--- config.mk ---
export PLATFORM = sky130hd
export DESIGN_NAME = sqrt_trajectory_generator_top
export DESIGN_NICKNAME = d
export VERILOG_FILES = /design/src/hw/rtl/stg_pkg.sv /design/src/hw/rtl/sqrt_trajectory_generator_top.sv
export SDC_FILE = /design/constraint.sdc
export NUM_CORES = 2
export LEC_CHECK = 0
export BUFFER_PORTS_ARGS = -buffer_cell sky130_fd_sc_hd__buf_2
export CAP_MARGIN = 15
export CORE_MARGIN = 4
export CORE_UTILIZATION = 34
export DETAILED_ROUTE_END_ITERATION = 10
export PLACE_DENSITY_LB_ADDON = 0.15
export SETUP_SLACK_MARGIN = 0.4
export SYNTH_ARGS = -nofsm -noshare
export SYNTH_HDL_FRONTEND = slang
export SYNTH_SLANG_ARGS = --single-unit
--- constraint.sdc ---
create_clock -name clk_i -period 15.7 [get_ports clk_i]
set_clock_uncertainty 0.1 [all_clocks]
set_input_delay 0.785 -clock clk_i [delete_from_list [all_inputs] [get_ports clk_i]]
set_output_delay 0.785 -clock clk_i [all_outputs]
set_load 0.005 [all_outputs]
--- src/hw/rtl/stg_pkg.sv ---
// Package for the square-root trajectory generator.
// Holds the transfer structs, fixed field widths, register index and operation codes.
// Used by sqrt_trajectory_generator_top; depends on nothing.
package stg_pkg;

  localparam int VEL_W      = 40;  // signed Q16.24 velocity
  localparam int SP_OUT_W   = 56;  // signed Q32.24 setpoint on the result channel
  localparam int DECEL_W    = 32;
  localparam int SPEED_W    = 39;
  localparam int STEP_W     = 24;
  localparam int TGT_W      = 32;
  localparam int MUL_W      = 32;  // operand width of the shared multiplier
  localparam int ROOT_BITS  = 49;  // root bits produced by the square root
  localparam int RAD_W      = 2 * ROOT_BITS;
  localparam int CFG_IDX_W  = 2;
  localparam int CFG_DATA_W = 39;

  localparam logic [CFG_IDX_W-1:0] CFG_DECEL     = 2'd0;
  localparam logic [CFG_IDX_W-1:0] CFG_MAX_SPEED = 2'd1;
  localparam logic [CFG_IDX_W-1:0] CFG_ACCEL     = 2'd2;

  localparam logic OP_TICK   = 1'b0;
  localparam logic OP_PRESET = 1'b1;

  localparam logic [DECEL_W-1:0] DECEL_RESET = 32'd1677;
  localparam logic [SPEED_W-1:0] SPEED_RESET = 39'd16777216;
  localparam logic [STEP_W-1:0]  STEP_RESET  = 24'd1677;

  typedef struct packed {
    logic                    operation;
    logic signed [TGT_W-1:0] target_position;
  } in_item_t;

  typedef struct packed {
    logic signed [SP_OUT_W-1:0] new_setpoint;
    logic signed [VEL_W-1:0]    new_velocity;
    logic                       snapped;
  } out_item_t;

endpackage

--- src/hw/rtl/sqrt_trajectory_generator_top.sv ---
// Square-root trajectory generator, top level and only module.
// Shared 32x32 multiplier, one-pair-per-cycle square root, ramp and integrator.
// Depends on stg_pkg.
//
//  channel | direction | handshake            | payload
//  --------+-----------+----------------------+------------------------------
//  in      | input     | in_valid_i/in_stall_o   | in_item_t (operation, target)
//  out     | output    | out_valid_o/out_stall_i | out_item_t (setpoint, vel, snap)
//  cfg     | input     | cfg_valid_i/cfg_ready_o | cfg_index_i, cfg_data_i
//
// A control tick goes from transfer to result through the error step, the multiplier
// steps MUL0, MUL1 and MUL2 for the two 32x32 partial products, the square-root steps
// (one root bit per cycle), then the ramp, integrate and output steps.
// A preset or a snap skips to the output step. The input stalls while an item is at work.
// A finished result waits in the output register; the next item is taken while it waits.
// Reset clears the setpoint, velocity, control state and loads the register defaults.
module sqrt_trajectory_generator_top
  import stg_pkg::*;
#(
  parameter int FRAC_BITS     = 24,
  parameter int POSITION_BITS = 32
) (
  input  logic                  clk_i,
  input  logic                  rst_ni,
  input  logic                  in_valid_i,
  output logic                  in_stall_o,
  input  in_item_t              in_data_i,
  output logic                  out_valid_o,
  input  logic                  out_stall_i,
  output out_item_t             out_data_o,
  input  logic                  cfg_valid_i,
  output logic                  cfg_ready_o,
  input  logic [CFG_IDX_W-1:0]  cfg_index_i,
  input  logic [CFG_DATA_W-1:0] cfg_data_i
);

  // Setpoint width and the width of the integrator sum.
  localparam int SPW   = POSITION_BITS + FRAC_BITS;
  localparam int SUM_W = ((SPW > VEL_W) ? SPW : VEL_W) + 1;
  localparam int CNT_W = $clog2(ROOT_BITS);
  localparam int REM_W = ROOT_BITS + 1;

  localparam logic signed [SUM_W-1:0] SP_MAX =
    {{(SUM_W-SPW+1){1'b0}}, {(SPW-1){1'b1}}};
  localparam logic signed [SUM_W-1:0] SP_MIN =
    {{(SUM_W-SPW+1){1'b1}}, {(SPW-1){1'b0}}};
  localparam logic [CNT_W-1:0] CNT_LAST = CNT_W'(ROOT_BITS - 1);

  // Sequencer codes.
  localparam logic [3:0] ST_IDLE  = 4'd0;
  localparam logic [3:0] ST_ERR   = 4'd1;
  localparam logic [3:0] ST_MUL0  = 4'd2;
  localparam logic [3:0] ST_MUL1  = 4'd3;
  localparam logic [3:0] ST_MUL2  = 4'd4;
  localparam logic [3:0] ST_SQRT  = 4'd5;
  localparam logic [3:0] ST_RAMP  = 4'd6;
  localparam logic [3:0] ST_INTEG = 4'd7;
  localparam logic [3:0] ST_DONE  = 4'd8;

  // Control state.
  logic [3:0]       state_q, state_d;
  logic [CNT_W-1:0] cnt_q, cnt_d;
  logic             out_valid_q, out_valid_d;

  // Configuration registers.
  logic [DECEL_W-1:0] decel_q;
  logic [SPEED_W-1:0] max_speed_q;
  logic [STEP_W-1:0]  step_q;

  // Architectural state.
  logic signed [SPW-1:0]   sp_q, sp_d;
  logic signed [VEL_W-1:0] vel_q, vel_d;

  // Working registers.
  logic                  op_q, op_d;
  logic signed [SPW-1:0] tgt_q, tgt_d;
  logic [63:0]           aerr_q, aerr_d;
  logic                  neg_q, neg_d;
  logic                  snap_q, snap_d;
  logic [63:0]           prod_q, prod_d;
  logic [95:0]           acc_q, acc_d;
  logic [RAD_W-1:0]      rad_q, rad_d;
  logic [REM_W-1:0]      rem_q, rem_d;
  logic [ROOT_BITS-1:0]  root_q, root_d;
  out_item_t             out_q, out_d;

  // Datapath signals.
  logic                   in_xfer;
  logic                   out_free;
  logic signed [SPW:0]    err;
  logic [SPW:0]           err_abs;
  logic [MUL_W-1:0]       mul_a;
  logic [63:0]            prod;
  logic [95:0]            prod_sum;
  logic [REM_W+1:0]       rem_sh;
  logic [REM_W+1:0]       trial;
  logic                   ge;
  logic [REM_W+1:0]       rem_sub;
  logic [SPEED_W-1:0]     spd;
  logic signed [VEL_W:0]  want;
  logic signed [VEL_W:0]  vel_ext;
  logic signed [VEL_W:0]  step_s;
  logic signed [VEL_W:0]  diff;
  logic signed [VEL_W:0]  vel_up;
  logic signed [VEL_W:0]  vel_dn;
  logic signed [SUM_W-1:0] np;
  logic signed [SUM_W-1:0] np_sat;
  logic signed [63:0]     sp_wide;

  assign in_stall_o  = (state_q != ST_IDLE);
  assign in_xfer     = in_valid_i && !in_stall_o;
  assign out_valid_o = out_valid_q;
  assign out_data_o  = out_q;
  assign out_free    = !out_valid_q || !out_stall_i;
  assign cfg_ready_o = 1'b1;

  // Error against the stored setpoint and its magnitude.
  assign err     = {tgt_q[SPW-1], tgt_q} - {sp_q[SPW-1], sp_q};
  assign err_abs = err[SPW] ? (~err + 1'b1) : err;

  // Shared multiplier: low half of the error first, then the high half.
  assign mul_a    = (state_q == ST_MUL0) ? aerr_q[31:0] : aerr_q[63:32];
  assign prod     = decel_q * mul_a;
  assign prod_sum = acc_q + {prod_q, 32'b0};

  // Square root step: bring in two radicand bits, try (root << 2) | 1.
  assign rem_sh  = {rem_q, rad_q[RAD_W-1 -: 2]};
  assign trial   = (REM_W+2)'({root_q, 2'b01});
  assign ge      = (rem_sh >= trial);
  assign rem_sub = rem_sh - trial;

  // Clamp, sign and ramp.
  assign spd     = (root_q > ROOT_BITS'(max_speed_q)) ? max_speed_q : root_q[SPEED_W-1:0];
  assign want    = neg_q ? -$signed({2'b0, spd}) : $signed({2'b0, spd});
  assign vel_ext = (VEL_W+1)'(vel_q);
  assign step_s  = $signed({{(VEL_W+1-STEP_W){1'b0}}, step_q});
  assign diff    = want - vel_ext;
  assign vel_up  = vel_ext + step_s;
  assign vel_dn  = vel_ext - step_s;

  // Integrate and saturate to the setpoint range.
  assign np      = SUM_W'(sp_q) + SUM_W'(vel_q);
  assign np_sat  = (np > SP_MAX) ? SP_MAX : ((np < SP_MIN) ? SP_MIN : np);
  assign sp_wide = 64'(sp_q);

  always_comb begin
    state_d     = state_q;
    cnt_d       = cnt_q;
    out_valid_d = out_valid_q;
    sp_d        = sp_q;
    vel_d       = vel_q;
    op_d        = op_q;
    tgt_d       = tgt_q;
    aerr_d      = aerr_q;
    neg_d       = neg_q;
    snap_d      = snap_q;
    prod_d      = prod_q;
    acc_d       = acc_q;
    rad_d       = rad_q;
    rem_d       = rem_q;
    root_d      = root_q;
    out_d       = out_q;

    // Drop the result once it is taken.
    if (out_valid_q && !out_stall_i) begin
      out_valid_d = 1'b0;
    end

    unique case (state_q)
      ST_IDLE: begin
        if (in_xfer) begin
          op_d    = in_data_i.operation;
          tgt_d   = {in_data_i.target_position[POSITION_BITS-1:0], {FRAC_BITS{1'b0}}};
          state_d = ST_ERR;
        end
      end
      ST_ERR: begin
        aerr_d = 64'(err_abs[SPW-1:0]);
        neg_d  = err[SPW];
        // Preset, or snap when within half a count.
        if ((op_q == OP_PRESET) || ((err_abs >> (FRAC_BITS - 1)) == '0)) begin
          sp_d    = tgt_q;
          vel_d   = '0;
          snap_d  = 1'b1;
          state_d = ST_DONE;
        end else begin
          snap_d  = 1'b0;
          state_d = ST_MUL0;
        end
      end
      ST_MUL0: begin
        // Low partial product from the registered error.
        prod_d  = prod;
        state_d = ST_MUL1;
      end
      ST_MUL1: begin
        acc_d   = 96'(prod_q);
        prod_d  = prod;
        state_d = ST_MUL2;
      end
      ST_MUL2: begin
        // Radicand is twice the product.
        rad_d   = {1'b0, prod_sum, 1'b0};
        rem_d   = '0;
        root_d  = '0;
        cnt_d   = CNT_LAST;
        state_d = ST_SQRT;
      end
      ST_SQRT: begin
        rem_d  = ge ? rem_sub[REM_W-1:0] : rem_sh[REM_W-1:0];
        root_d = {root_q[ROOT_BITS-2:0], ge};
        rad_d  = {rad_q[RAD_W-3:0], 2'b00};
        cnt_d  = cnt_q - 1'b1;
        if (cnt_q == '0) begin
          state_d = ST_RAMP;
        end
      end
      ST_RAMP: begin
        if (diff > step_s) begin
          vel_d = vel_up[VEL_W-1:0];
        end else if (diff < -step_s) begin
          vel_d = vel_dn[VEL_W-1:0];
        end else begin
          vel_d = want[VEL_W-1:0];
        end
        state_d = ST_INTEG;
      end
      ST_INTEG: begin
        sp_d    = np_sat[SPW-1:0];
        state_d = ST_DONE;
      end
      ST_DONE: begin
        // Hold until the output register is free.
        if (out_free) begin
          out_d.new_setpoint = sp_wide[SP_OUT_W-1:0];
          out_d.new_velocity = vel_q;
          out_d.snapped      = snap_q;
          out_valid_d        = 1'b1;
          state_d            = ST_IDLE;
        end
      end
      default: begin
        state_d = ST_IDLE;
      end
    endcase
  end

  always_ff @(posedge clk_i or negedge rst_ni) begin
    if (!rst_ni) begin
      state_q     <= ST_IDLE;
      cnt_q       <= '0;
      out_valid_q <= 1'b0;
      sp_q        <= '0;
      vel_q       <= '0;
      decel_q     <= DECEL_RESET;
      max_speed_q <= SPEED_RESET;
      step_q      <= STEP_RESET;
    end else begin
      state_q     <= state_d;
      cnt_q       <= cnt_d;
      out_valid_q <= out_valid_d;
      sp_q        <= sp_d;
      vel_q       <= vel_d;
      if (cfg_valid_i && cfg_ready_o) begin
        unique case (cfg_index_i)
          CFG_DECEL:     decel_q     <= cfg_data_i[DECEL_W-1:0];
          CFG_MAX_SPEED: max_speed_q <= cfg_data_i[SPEED_W-1:0];
          CFG_ACCEL:     step_q      <= cfg_data_i[STEP_W-1:0];
          default: begin
          end
        endcase
      end
    end
  end

  always_ff @(posedge clk_i) begin
    op_q   <= op_d;
    tgt_q  <= tgt_d;
    aerr_q <= aerr_d;
    neg_q  <= neg_d;
    snap_q <= snap_d;
    prod_q <= prod_d;
    acc_q  <= acc_d;
    rad_q  <= rad_d;
    rem_q  <= rem_d;
    root_q <= root_d;
    out_q  <= out_d;
  end

endmodule

==> flow_metrics.py <==
metrics = {
    "sta": {
        "fin_crit_sh_pct": 78.59,
        "finalSetupViolations": 0,
        "period_needed_ps": 12340,
        "grt_setup_unrepaired": "false",
        "totalNegativeSetupSlack_ps": 0,
        "max_slew_margin_pct": 23.21,
        "tightest_slew_ps": 1152,
        "slew_violations": 0,
        "max_freq_mhz": 81.05,
        "hold_viol": 0,
    },
    "worst_setup_path": {
        "path_delay_family": "simple AND/OR/NAND/NOR gates",
        "cp_slowest_stage_delay_ps": 760,
        "cp.required_ps": 16250,
        "timing_worst_setup_path_type": "register to register",
        "cp_slowest_cell": "nor4_1",
        "rrSetupSlack_ps": 3360,
        "reg2reg_depth": 44,
        "worst-path-buf-inv": 2,
        "cp_max_fo": 50,
        "arrival_ps": 12890,
        "endpoint_kind": "register",
        "worst-path-stages": 44,
        "worstSetupStartpointType": "register",
    },
    "synthesis": {
        "synth_nets": 10292,
        "synthArstFlopShare_pct": 28.29,
        "synthFlopType": "edfxtp_1",
        "netlist_area_um2": 80560,
        "ys_seq_area_share_pct": 25.38,
        "synth_cell_types": 96,
        "synth-edff-count": 512,
        "ys_ff_latch": 714,
        "avgSynthCellArea_um2": 9.277,
        "synthCells": 8684,
        "yosysWarnings": 0,
    },
    "floorplanning": {
        "initial_core_util_pct": 34.22,
        "rows": 178,
        "die-area_um2": 244800,
        "ios": 179,
        "die_y_um": 494.8,
        "die_w_um": 494.8,
        "core_area_um2": 235400,
    },
    "clock_network": {
        "numCtsBuffers": 90,
        "cts_setup_buffers": 0,
        "ctsHoldBuffers": 1,
        "cts_buffer_depth": 3,
        "worstSkewPairLatency_ps": 750,
        "clock-sinks": 714,
        "clockRootBuffer": "clkbuf_16",
        "ctsHtreeMaxLevel": 3,
        "clk_pin_slew_ps": 60,
        "cts_resized": 0,
        "cts_tree": "yes",
    },
    "route": {
        "wl_mm": 273.4,
        "viasPerCell": 5.315,
        "vias": 63229,
        "drt_iter0_drc": 4540,
        "postRouteAntennaNets": 0,
        "dr.pass1.iters": 5,
        "drc_errors": 0,
        "wl_per_cell_um": 22.98,
    },
    "worst_hold_path": {
        "hold_class": "input port to register",
        "hold_depth": 1,
    },
    "global_route": {
        "grt_use_met3_pct": 3.132,
        "antenna_found_initial": 15,
        "use_met1_pct": 30.66,
        "use_met2_pct": 36.47,
        "grt_pass1_vias": 65465,
        "grt_pass1_wl_mm": 415.6,
        "gr-max-usage-layer": "met2",
        "grt-ovfl-total": 0,
        "grt_max_degree": 88,
        "track_usage_pct": 22.27,
    },
    "cells_and_area": {
        "areaGrowthSynthToFinish_pct": 9.135,
        "drive_above_1_share_pct": 7.552,
        "nets": 10273,
    },
    "placed_design": {
        "place_congestion": 0.9106,
        "dp_hpwl_mm": 210.8,
        "io_buffers": 177,
    },
    "run": {
        "maxCapViolations": 0,
    },
    "run_status": {
        "outcome": "complete, no violations",
    },
}
[per-stage QoR]
step | util (%) | instances | setup WS [ps] | area (um^2) | hold WS [ps]
after CTS | 37.34 | 11889 | 3379 | 87900 | 36.72
final | 37.35 | 11896 | 3362 | 87920 | 107.4
after global placement | 36.03 | 11722 | 3426 | 84830 | 302.4
after detailed placement | 36.03 | 11722 | 3418 | 84830 | 316.7
after global routing | 37.34 | 11890 | 2160 | 87910 | 67.97
after floorplan | - | 8684 | 4082 | 80560 | 300.3
[registers in the layout, indices dropped and copies added, names as in the netlist, 4 cells and up]
register and flops:
rem_q 50, decel_q 32, step_q 24, cnt_q 6
max_speed_q 39, tgt_q 32, acc_q 64, aerr_q 56
sp_q 56, out_data_o 97, state_q 4, prod_q 64
root_q 49, vel_q 40, rad_q 97
[logic make-up (layout without fill, tap and decap cells)]
logic type	after synthesis	in the layout	share of synthesized area, %
flip-flops	714	714	25.38
buffers and inverters	1655	1710	7.776
XOR/XNOR	417	417	4.533
adder cells (fa/ha/maj)	1529	1529	32.14
AO/OA/AOI/OAI	1483	1483	12.04
other	1	8	0.004655
multiplexers	190	190	2.556
AND/OR/NAND/NOR	2695	2695	15.57
[Yosys cell counts, types with 46 or more instances]
cell      count  area (um^2)
nor2_1      437         1640
ha_1        628         7858
xor2_1      128         1121
edfxtp_1    512        15370
and3_1      164         1026
dfrtp_1     189         4730
a21o_1      163         1224
a31oi_1      48        300.3
fa_1        901        18040
nand2_1    1257         4718
o21ai_0     304         1521
nand3_1     140        700.7
inv_1      1248         4684
nand2b_1     57        356.6
a221o_1      46        460.4
mux2_2      126         1419
and2_1      145        907.1
xnor2_1     289         2531
mux2i_1      64        640.6
o211ai_1     58        435.4
a211oi_1     66        495.5
nor2b_1      84        525.5
a21oi_1     419         2097
nand4_1      75        469.2
clkbuf_1    368         1381
nor3_1      122        610.6
[cell type report]
class	count	area, um^2
antenna	7	17.52
inverter	1251	4696
clock inverter	52	683.2
tap	3150	3941
fill	23926	147500
multi-input combinational	6315	53980
sequential	714	20450
clock buffer	114	2384
timing repair buffer	293	1769
[final timing paths]
check | start | to
setup reg to reg | root_q[48]$_SDFFCE_PN0P_ | vel_q[37]$_DFFE_PN0P_
hold / removal | in_data_i[11] | tgt_q[35]$_DFFE_PP_
max in group asynchronous | rst_ni | decel_q[22]$_DFFE_PN0P_
min in group asynchronous | rst_ni | sp_q[42]$_DFFE_PN0P_
setup / recovery | root_q[48]$_SDFFCE_PN0P_ | vel_q[37]$_DFFE_PN0P_
hold reg to reg | snap_q$_DFFE_PP_ | out_data_o[0]$_DFFE_PP_
[metal layers]
layer / wire length, um / vias up / part of all wire (%)
met5: 13 / - / 0.0048
met4: 8746 / 2 / 3.2
met3: 14320 / 345 / 5.2
met2: 126500 / 1698 / 46
met1: 123800 / 32184 / 45
li1: - / 29000 / -
[cell usage in the layout (no fill, tap or decap), types with 47 or more instances in the layout]
cell and count:
nand2_1 1255, xor2_1 128, a21oi_1 418, edfxtp_1 512, nor3_1 120, o21ai_0 303
and3_1 163, fa_1 901, and2_1 143, o211ai_1 58, mux2_2 126, a31oi_1 47
nand3_1 139, dfrtp_1 188, nor2_1 432, xnor2_1 289, ha_1 628, mux2i_1 62
buf_4 115, nand4_1 75, buf_2 176, nor2b_1 84, clkbuf_16 91, a211oi_1 66
inv_1 1247, nand2b_1 57, a21o_1 163
Power is not shown: default switching activity piles up to over one toggle a cycle in this logic, so the estimate is an artifact.
